<file path="src/design/ccs_pkg.sv">
// Shared types and constants for the CRC codeword sender.
// No dependencies.
`timescale 1ns / 1ps
package ccs_pkg;

	localparam int MAX_DEGREE = 32;
	localparam int REM_W      = MAX_DEGREE;
	localparam int REM_IDX_W  = $clog2(REM_W);
	localparam int DEG_W      = 6;
	localparam int CFG_IDX_W  = 1;
	localparam int CFG_DATA_W = 32;

	localparam int FIFO_DEPTH = 4;
	localparam int FIFO_PTR_W = $clog2(FIFO_DEPTH);
	localparam int FIFO_CNT_W = $clog2(FIFO_DEPTH + 1);

	// configuration register indexes
	localparam logic [CFG_IDX_W-1:0] REG_POLY   = CFG_IDX_W'(0);
	localparam logic [CFG_IDX_W-1:0] REG_DEGREE = CFG_IDX_W'(1);

	// one classified word handed from front to back
	typedef struct packed {
		logic             bit_val;
		logic             eom;
		logic [REM_W-1:0] rem;   // remainder after this bit, already masked to deg
		logic [DEG_W-1:0] deg;   // effective degree, 1..MAX_DEGREE
	} ccs_entry_t;

	typedef struct packed {
		logic full;
		logic empty;
	} ccs_fifo_stat_t;

endpackage

</file>
<file path="src/design/crc_codeword_sender.sv">
// Systematic CRC encoder, programmable generator x^d + poly_low_terms, zero init, no
// final XOR. Message bits go in one per cycle while in_stall is low (highest order first)
// and each comes out unchanged as a codeword word via the queue and output register;
// after the word flagged end_of_message the d remainder bits follow, MSB first, one per
// cycle unless out_stall holds the output, the last one flagged last_code_bit. Data words
// can follow back to back with no gap. An n-bit message gives n + d codeword bits. A
// 4-word queue separates the remainder update from the output serializer: while check
// bits go out the input takes up to four more words, then in_stall rises until a word
// leaves the queue. A stalled output also fills the queue. crc_degree of 0 acts as 1,
// above 32 acts as 32. Write configuration only while the block is idle.
// Depends on ccs_pkg, ccs_front, ccs_fifo, ccs_back.
`timescale 1ns / 1ps
module crc_codeword_sender import ccs_pkg::*; (
	input  logic                  clk,
	input  logic                  arst_n,
	input  logic                  in_valid,
	output logic                  in_stall,
	input  logic                  message_bit,
	input  logic                  end_of_message,
	output logic                  out_valid,
	input  logic                  out_stall,
	output logic                  code_bit,
	output logic                  is_check_bit,
	output logic                  last_code_bit,
	input  logic                  cfg_valid,
	output logic                  cfg_ready,
	input  logic [CFG_IDX_W-1:0]  cfg_index,
	input  logic [CFG_DATA_W-1:0] cfg_data
);

	logic [REM_W-1:0] poly_q;
	logic [DEG_W-1:0] degree_q;
	ccs_fifo_stat_t   fifo_stat;
	ccs_entry_t       push_entry;
	ccs_entry_t       pop_entry;
	logic             push;
	logic             pop;

	assign cfg_ready = 1'b1;

	always_ff @(posedge clk or negedge arst_n) begin
		if (!arst_n) begin
			poly_q   <= REM_W'(3);
			degree_q <= DEG_W'(3);
		end else if (cfg_valid && cfg_ready) begin
			unique case (cfg_index)
				REG_POLY:   poly_q   <= cfg_data[REM_W-1:0];
				REG_DEGREE: degree_q <= cfg_data[DEG_W-1:0];
				default:    poly_q   <= poly_q;
			endcase
		end
	end

	ccs_front u_front (
		.clk            (clk),
		.arst_n         (arst_n),
		.in_valid       (in_valid),
		.in_stall       (in_stall),
		.message_bit    (message_bit),
		.end_of_message (end_of_message),
		.poly_q         (poly_q),
		.degree_q       (degree_q),
		.fifo_stat      (fifo_stat),
		.push           (push),
		.push_entry     (push_entry)
	);

	ccs_fifo u_fifo (
		.clk        (clk),
		.arst_n     (arst_n),
		.push       (push),
		.push_entry (push_entry),
		.pop        (pop),
		.pop_entry  (pop_entry),
		.stat       (fifo_stat)
	);

	ccs_back u_back (
		.clk           (clk),
		.arst_n        (arst_n),
		.fifo_stat     (fifo_stat),
		.pop_entry     (pop_entry),
		.pop           (pop),
		.out_valid     (out_valid),
		.out_stall     (out_stall),
		.code_bit      (code_bit),
		.is_check_bit  (is_check_bit),
		.last_code_bit (last_code_bit)
	);

endmodule

</file>
<file path="src/design/ccs_front.sv">
// Front end: accepts message bits and runs the bit-serial remainder update.
// Depends on ccs_pkg.
`timescale 1ns / 1ps
module ccs_front import ccs_pkg::*; (
	input  logic                  clk,
	input  logic                  arst_n,
	input  logic                  in_valid,
	output logic                  in_stall,
	input  logic                  message_bit,
	input  logic                  end_of_message,
	input  logic [REM_W-1:0]      poly_q,
	input  logic [DEG_W-1:0]      degree_q,
	input  ccs_fifo_stat_t        fifo_stat,
	output logic                  push,
	output ccs_entry_t            push_entry
);

	logic [REM_W-1:0] rem_q;
	logic [DEG_W-1:0] deg_eff;
	logic [DEG_W-1:0] deg_dec;
	logic [REM_W-1:0] mask;
	logic [REM_W-1:0] rem_next;
	logic             fb;

	always_comb begin
		priority if (degree_q == '0) begin
			deg_eff = DEG_W'(1);
		end else if (degree_q > DEG_W'(MAX_DEGREE)) begin
			deg_eff = DEG_W'(MAX_DEGREE);
		end else begin
			deg_eff = degree_q;
		end
	end

	always_comb begin
		for (int i = 0; i < REM_W; i++) begin
			mask[i] = (DEG_W'(i) < deg_eff);
		end
	end

	assign deg_dec  = deg_eff - DEG_W'(1);
	assign fb       = rem_q[deg_dec[REM_IDX_W-1:0]] ^ message_bit;
	assign rem_next = ((rem_q << 1) & mask) ^ ({REM_W{fb}} & poly_q & mask);

	assign in_stall = fifo_stat.full;
	assign push     = in_valid && !fifo_stat.full;

	assign push_entry.bit_val = message_bit;
	assign push_entry.eom     = end_of_message;
	assign push_entry.rem     = rem_next;
	assign push_entry.deg     = deg_eff;

	always_ff @(posedge clk or negedge arst_n) begin
		if (!arst_n) begin
			rem_q <= '0;
		end else if (push) begin
			// end of message: the remainder travels in the word, register restarts
			rem_q <= end_of_message ? '0 : rem_next;
		end
	end

endmodule

</file>
<file path="src/design/ccs_fifo.sv">
// Short word queue between front and back ends.
// Depends on ccs_pkg.
`timescale 1ns / 1ps
module ccs_fifo import ccs_pkg::*; (
	input  logic           clk,
	input  logic           arst_n,
	input  logic           push,
	input  ccs_entry_t     push_entry,
	input  logic           pop,
	output ccs_entry_t     pop_entry,
	output ccs_fifo_stat_t stat
);

	ccs_entry_t              mem_q [FIFO_DEPTH];
	logic [FIFO_PTR_W-1:0]   wr_ptr_q;
	logic [FIFO_PTR_W-1:0]   rd_ptr_q;
	logic [FIFO_CNT_W-1:0]   count_q;

	assign stat.full  = (count_q == FIFO_CNT_W'(FIFO_DEPTH));
	assign stat.empty = (count_q == '0);
	assign pop_entry  = mem_q[rd_ptr_q];

	always_ff @(posedge clk) begin
		if (push) begin
			mem_q[wr_ptr_q] <= push_entry;
		end
	end

	always_ff @(posedge clk or negedge arst_n) begin
		if (!arst_n) begin
			wr_ptr_q <= '0;
			rd_ptr_q <= '0;
			count_q  <= '0;
		end else begin
			if (push) begin
				wr_ptr_q <= wr_ptr_q + FIFO_PTR_W'(1);
			end
			if (pop) begin
				rd_ptr_q <= rd_ptr_q + FIFO_PTR_W'(1);
			end
			unique case ({push, pop})
				2'b10:   count_q <= count_q + FIFO_CNT_W'(1);
				2'b01:   count_q <= count_q - FIFO_CNT_W'(1);
				default: count_q <= count_q;
			endcase
		end
	end

endmodule

</file>
<file path="src/design/ccs_back.sv">
// Back end: emits the data bit of each word, then the check bits after a final word.
// Depends on ccs_pkg.
`timescale 1ns / 1ps
module ccs_back import ccs_pkg::*; (
	input  logic           clk,
	input  logic           arst_n,
	input  ccs_fifo_stat_t fifo_stat,
	input  ccs_entry_t     pop_entry,
	output logic           pop,
	output logic           out_valid,
	input  logic           out_stall,
	output logic           code_bit,
	output logic           is_check_bit,
	output logic           last_code_bit
);

	typedef enum logic [1:0] {
		ST_DATA  = 2'b01,
		ST_CHECK = 2'b10
	} state_t;

	state_t           state_q;
	logic [REM_W-1:0] shreg_q;
	logic [DEG_W-1:0] cnt_q;    // check bits still to send
	logic [DEG_W-1:0] cnt_dec;
	logic             out_valid_q;
	logic             code_bit_q;
	logic             is_check_q;
	logic             last_q;
	logic             out_free;

	assign out_free = !out_valid_q || !out_stall;
	assign cnt_dec  = cnt_q - DEG_W'(1);
	assign pop      = (state_q == ST_DATA) && out_free && !fifo_stat.empty;

	assign out_valid     = out_valid_q;
	assign code_bit      = code_bit_q;
	assign is_check_bit  = is_check_q;
	assign last_code_bit = last_q;

	always_ff @(posedge clk) begin
		if (pop && pop_entry.eom) begin
			shreg_q <= pop_entry.rem;
		end
		if (out_free) begin
			unique case (state_q)
				ST_DATA: begin
					code_bit_q <= pop_entry.bit_val;
					is_check_q <= 1'b0;
					last_q     <= 1'b0;
				end
				ST_CHECK: begin
					code_bit_q <= shreg_q[cnt_dec[REM_IDX_W-1:0]];
					is_check_q <= 1'b1;
					last_q     <= (cnt_q == DEG_W'(1));
				end
				default: begin
					code_bit_q <= 1'b0;
					is_check_q <= 1'b0;
					last_q     <= 1'b0;
				end
			endcase
		end
	end

	always_ff @(posedge clk or negedge arst_n) begin
		if (!arst_n) begin
			state_q     <= ST_DATA;
			cnt_q       <= '0;
			out_valid_q <= 1'b0;
		end else if (out_free) begin
			unique case (state_q)
				ST_DATA: begin
					out_valid_q <= pop;
					if (pop && pop_entry.eom) begin
						cnt_q   <= pop_entry.deg;
						state_q <= ST_CHECK;
					end
				end
				ST_CHECK: begin
					out_valid_q <= 1'b1;
					cnt_q       <= cnt_dec;
					if (cnt_q == DEG_W'(1)) begin
						state_q <= ST_DATA;
					end
				end
				default: begin
					out_valid_q <= 1'b0;
					state_q     <= ST_DATA;
				end
			endcase
		end
	end

endmodule

</file>
<file path="config.mk">
export PLATFORM = sky130hd
export DESIGN_NAME = crc_codeword_sender
export DESIGN_NICKNAME = d
export VERILOG_FILES = /design/src/design/ccs_pkg.sv /design/src/design/crc_codeword_sender.sv /design/src/design/ccs_front.sv /design/src/design/ccs_fifo.sv /design/src/design/ccs_back.sv
export SDC_FILE = /design/constraint.sdc
export NUM_CORES = 1
export LEC_CHECK = 0
export BUFFER_PORTS_ARGS = -buffer_cell sky130_fd_sc_hd__buf_4
export CAP_MARGIN = 20
export CORE_UTILIZATION = 39
export CTS_BUF_LIST = sky130_fd_sc_hd__clkbuf_16
export DETAILED_ROUTE_END_ITERATION = 7
export GPL_TIMING_DRIVEN = 0
export PLACE_DENSITY = 0.59
export SLEW_MARGIN = 20
export SYNTH_ARGS = -nofsm -noshare
export SYNTH_HDL_FRONTEND = slang
export SYNTH_HIERARCHICAL = 1
export SYNTH_SLANG_ARGS = --single-unit
</file>
<file path="constraint.sdc">
create_clock -name clk -period 4.3 [get_ports clk]
set_input_delay 0.43 -clock clk [delete_from_list [all_inputs] [get_ports clk]]
set_output_delay 0.43 -clock clk [all_outputs]
set_load 0.02 [all_outputs]
</file>
==> impl_metrics.tcl <==
set metrics [dict create \
    grt_pass1_vias 7204 \
    cp_slowest_cell "or4_4" \
    p_leak_uw 0.005530 \
    gp_congestion 0.8783 \
    numPortBuffers 44 \
    initial_utilization 0.3981 \
    grt_pass1_wl_um 43460 \
    drt-initial-drc-count 471 \
    fmax_mhz 241.5 \
    layout_commonest_cell "edfxtp_1" \
    slowest_delay_ps 550 \
    layout.cells.most_common_list "edfxtp_1, dfrtp_1, nand2_1, buf_4, mux4_2" \
    stdcell_count 1308 \
    worst_ep_required_time_ps 4590 \
    synth_edf_count 195 \
    route.vias.total 7123 \
    arrival_ps 4430 \
    synth_fp_nets 861 \
    cts_tree "yes" \
    worst_pin_slew_ps 1099 \
    drive_gt1_frac 0.2649 \
    viasPerCell 5.446 \
    placed_cell_area_sq_um 13490 \
    setup.worst_path.end_class "flip-flop" \
    clk_path_buf_depth 3 \
    cp-start-kind "flip-flop" \
    clkSinkCount 281 \
    clkLatencyLatePin_ps 550 \
    wl_per_cell_um 21.48 \
    syn_to_final_growth_pct 15.48 \
    final_area_sq_um 14550 \
    drt-met1-wl_um 12930 \
    drtPass1Iterations 5 \
    synth_cells 808 \
    overflow 0 \
    dp.cells 1256 \
    die_h_um 181.7 \
    rows 65 \
    path_cells "buf_6 > nor4_1 > nor2_1 > nor2_4 > inv_4 > buf_6 > ha_2 > xor2_4 > and2_4 > a22oi_1 > and3_1 > or4_4 > and2_1 > buf_2 > buf_6 > a21oi_2 > a211oi_4 > buf_4" \
    io-pin-count 46 \
    synthArstFlopShare 0.3060 \
    drc 0 \
    slew_headroom 0.2647 \
    cts_htree_levels 1 \
    crit_buf_inv 6 \
    met3WireLength_um 1108 \
    min_period_ps 4140 \
    ant_nets 0 \
    wl_um 28100 \
    path_class "reg2reg" \
    slew_violations 0 \
    netlist_area_sq_um 12600 \
    fillers 2799 \
    period_share 0.9628 \
    cp_max_fo 11 \
    setup_violations 0 \
    max-vdd-ir-drop_mv 0.3040 \
    cpMostUsedCell "buf_6" \
    post-route-util 0.4598 \
    grt_max_degree 87 \
    cts_inserted_buffers 28 \
    die_area_sq_um 33020 \
    status "completed" \
    crit_family "simple AND/OR/NAND/NOR gates" \
    cts-root-buf "clkbuf_16" \
    core-area_sq_um 31640 \
    yosys_warnings 6 \
    tns_ps 0 \
    ys_types 73 \
    clock_skew_ps 9.483 \
    antenna_found_initial 0 \
    final_nets 941 \
    die_x_um 181.7 \
    ys_seq_area_frac 0.6362 \
    syn_area_per_cell_sq_um 15.59 \
    synth-seq-cells 281 \
    min_path_type "in2reg" \
    dpl.hpwl_um 19260 \
    synth_ff_type "edfxtp_1" \
    met2_length_um 13170 \
    hold_viol 0 \
    rsz0062_at_grt "false" \
    pre_cts_slack_ps -853.0 \
    setup_ws_ps 160.0 \
    num_antenna_cells 0 \
    drv_cap 0 \
    top_layer "met4" \
    clkTransAtPathRegs_ps 60 \
    grt_use_total 0.1750 \
    p_per_area_nw_per_um2 713.0 \
]
[cell families (layout without fill, tap and decap cells)]
family | count (synthesis) | count (layout) | synth area share
XOR/XNOR | 31 | 31 | 0.02364
buffers and inverters | 76 | 174 | 0.03725
multiplexers | 111 | 111 | 0.1538
adder cells (fa/ha/maj) | 13 | 13 | 0.01351
AND/OR/NAND/NOR | 186 | 186 | 0.07291
AO/OA/AOI/OAI | 109 | 109 | 0.06238
other | 1 | 1 | 0.0002977
flip-flops | 281 | 281 | 0.6362
[worst register-to-register path, cell delays in order, from the launching register on]
cell,delay (ps)
dfrtp_1,390
buf_6,140
nor4_1,270
nor2_1,100
nor2_4,140
inv_4,90
buf_6,180
ha_2,220
xor2_4,250
and2_4,220
a22oi_1,80
and3_1,230
or4_4,550
and2_1,170
buf_2,180
buf_6,180
a21oi_2,220
a211oi_4,60
buf_4,210
[metal layers]
layer  up-vias  GRT usage
li1       3240          -
met1      3633     0.2441
met2       201     0.2818
met3        49    0.02447
met4         0    0.05966
met5         -          0
[sequential cells by signal, summed over array words and instances (netlist names), 2 cells and up]
register,cells
degree_q,6
poly_q,32
u_back/cnt_q,6
u_back/shreg_q,32
u_back/state_q,2
u_fifo/count_q,3
u_fifo/mem_q,160
u_fifo/rd_ptr_q,2
u_fifo/wr_ptr_q,2
u_front/rem_q,32
[synthesized netlist by cell type, types with 3 or more instances]
master / number / area (sq um)
edfxtp_1: 195 / 5856
dfrtp_1: 81 / 2027
nand2_1: 52 / 195.2
mux4_2: 41 / 923.4
nor2_1: 39 / 146.4
nand3_1: 32 / 160.2
mux2_4: 31 / 465.5
inv_1: 26 / 97.59
clkbuf_1: 23 / 86.33
mux2i_1: 21 / 210.2
o31ai_1: 19 / 142.6
xor2_1: 18 / 157.7
a21oi_1: 17 / 85.08
o21ai_0: 17 / 85.08
ha_1: 12 / 150.1
xnor2_1: 11 / 96.34
a211oi_1: 9 / 67.56
and2_1: 9 / 56.30
and3_1: 9 / 56.30
mux2_2: 9 / 101.4
mux4_1: 9 / 236.5
nor3_1: 8 / 40.04
buf_12: 7 / 140.1
buf_2: 7 / 35.03
nand2b_1: 7 / 43.79
buf_6: 6 / 67.56
a31oi_1: 5 / 31.28
dfstp_2: 5 / 131.4
nor2b_1: 5 / 31.28
nor3b_1: 5 / 37.54
o32ai_1: 5 / 43.79
a21o_1: 4 / 30.03
buf_4: 4 / 30.03
nand3b_1: 4 / 30.03
a221o_1: 3 / 30.03
a41o_1: 3 / 30.03
or2_2: 3 / 18.77
or3_1: 3 / 18.77
[layout make-up]
type                       instances  area (sq um)  area share
sequential                       281          8014      0.5510
buffer                            46         366.6     0.02520
inverter                          28         107.6    0.007398
clock inverter                    20         177.7     0.01222
clock buffer                      28         700.7     0.04817
timing repair buffer              52         429.2     0.02951
multi-input combinational        451          4247      0.2920
tap                              402         503.0     0.03458
[stage by stage]
step           power (uW)  hold slack, ps
4_1_cts             10450           81.14
3_5_place_dp         7984           475.6
6_report            10370           106.6
3_3_place_gp         7884           479.0
2_1_floorplan        6808           134.4
5_1_grt             10930           87.00
[what timing repair did]
action	4_1_cts	5_1_grt
hold buffers	1	0
setup endpoints to repair	154	123
hold endpoints to repair	13	0
resized for setup	24	9
pin swaps	6	2
buffers inserted	4	1
[worst paths after layout]
| check | startpoint | endpoint | slack [ps] | cells after the start |
|---|---|---|---|---|
| worst max-delay path | degree_q[4] | u_fifo/mem_q[0][18] | 160 | 18 |
| worst min-delay path | cfg_data[21] | poly_q[21] | 110 | 2 |
| worst max register to register | degree_q[4] | u_fifo/mem_q[0][18] | 160 | 18 |
| worst min register to register | u_fifo/count_q[2] | u_fifo/count_q[2] | 480 | 1 |
| max in group asynchronous | arst_n | u_front/rem_q[19] | 3190 | 2 |
| min in group asynchronous | arst_n | u_back/state_q[1] | 500 | 2 |
[report_power, final]
group	switching (uW)	leakage [uW]	internal (uW)
logic	2140	0.00220	1570
registers	303	0.00289	4000
clock network	995	0.000448	1350
Note: power is estimated with default switching activity, not from simulation.
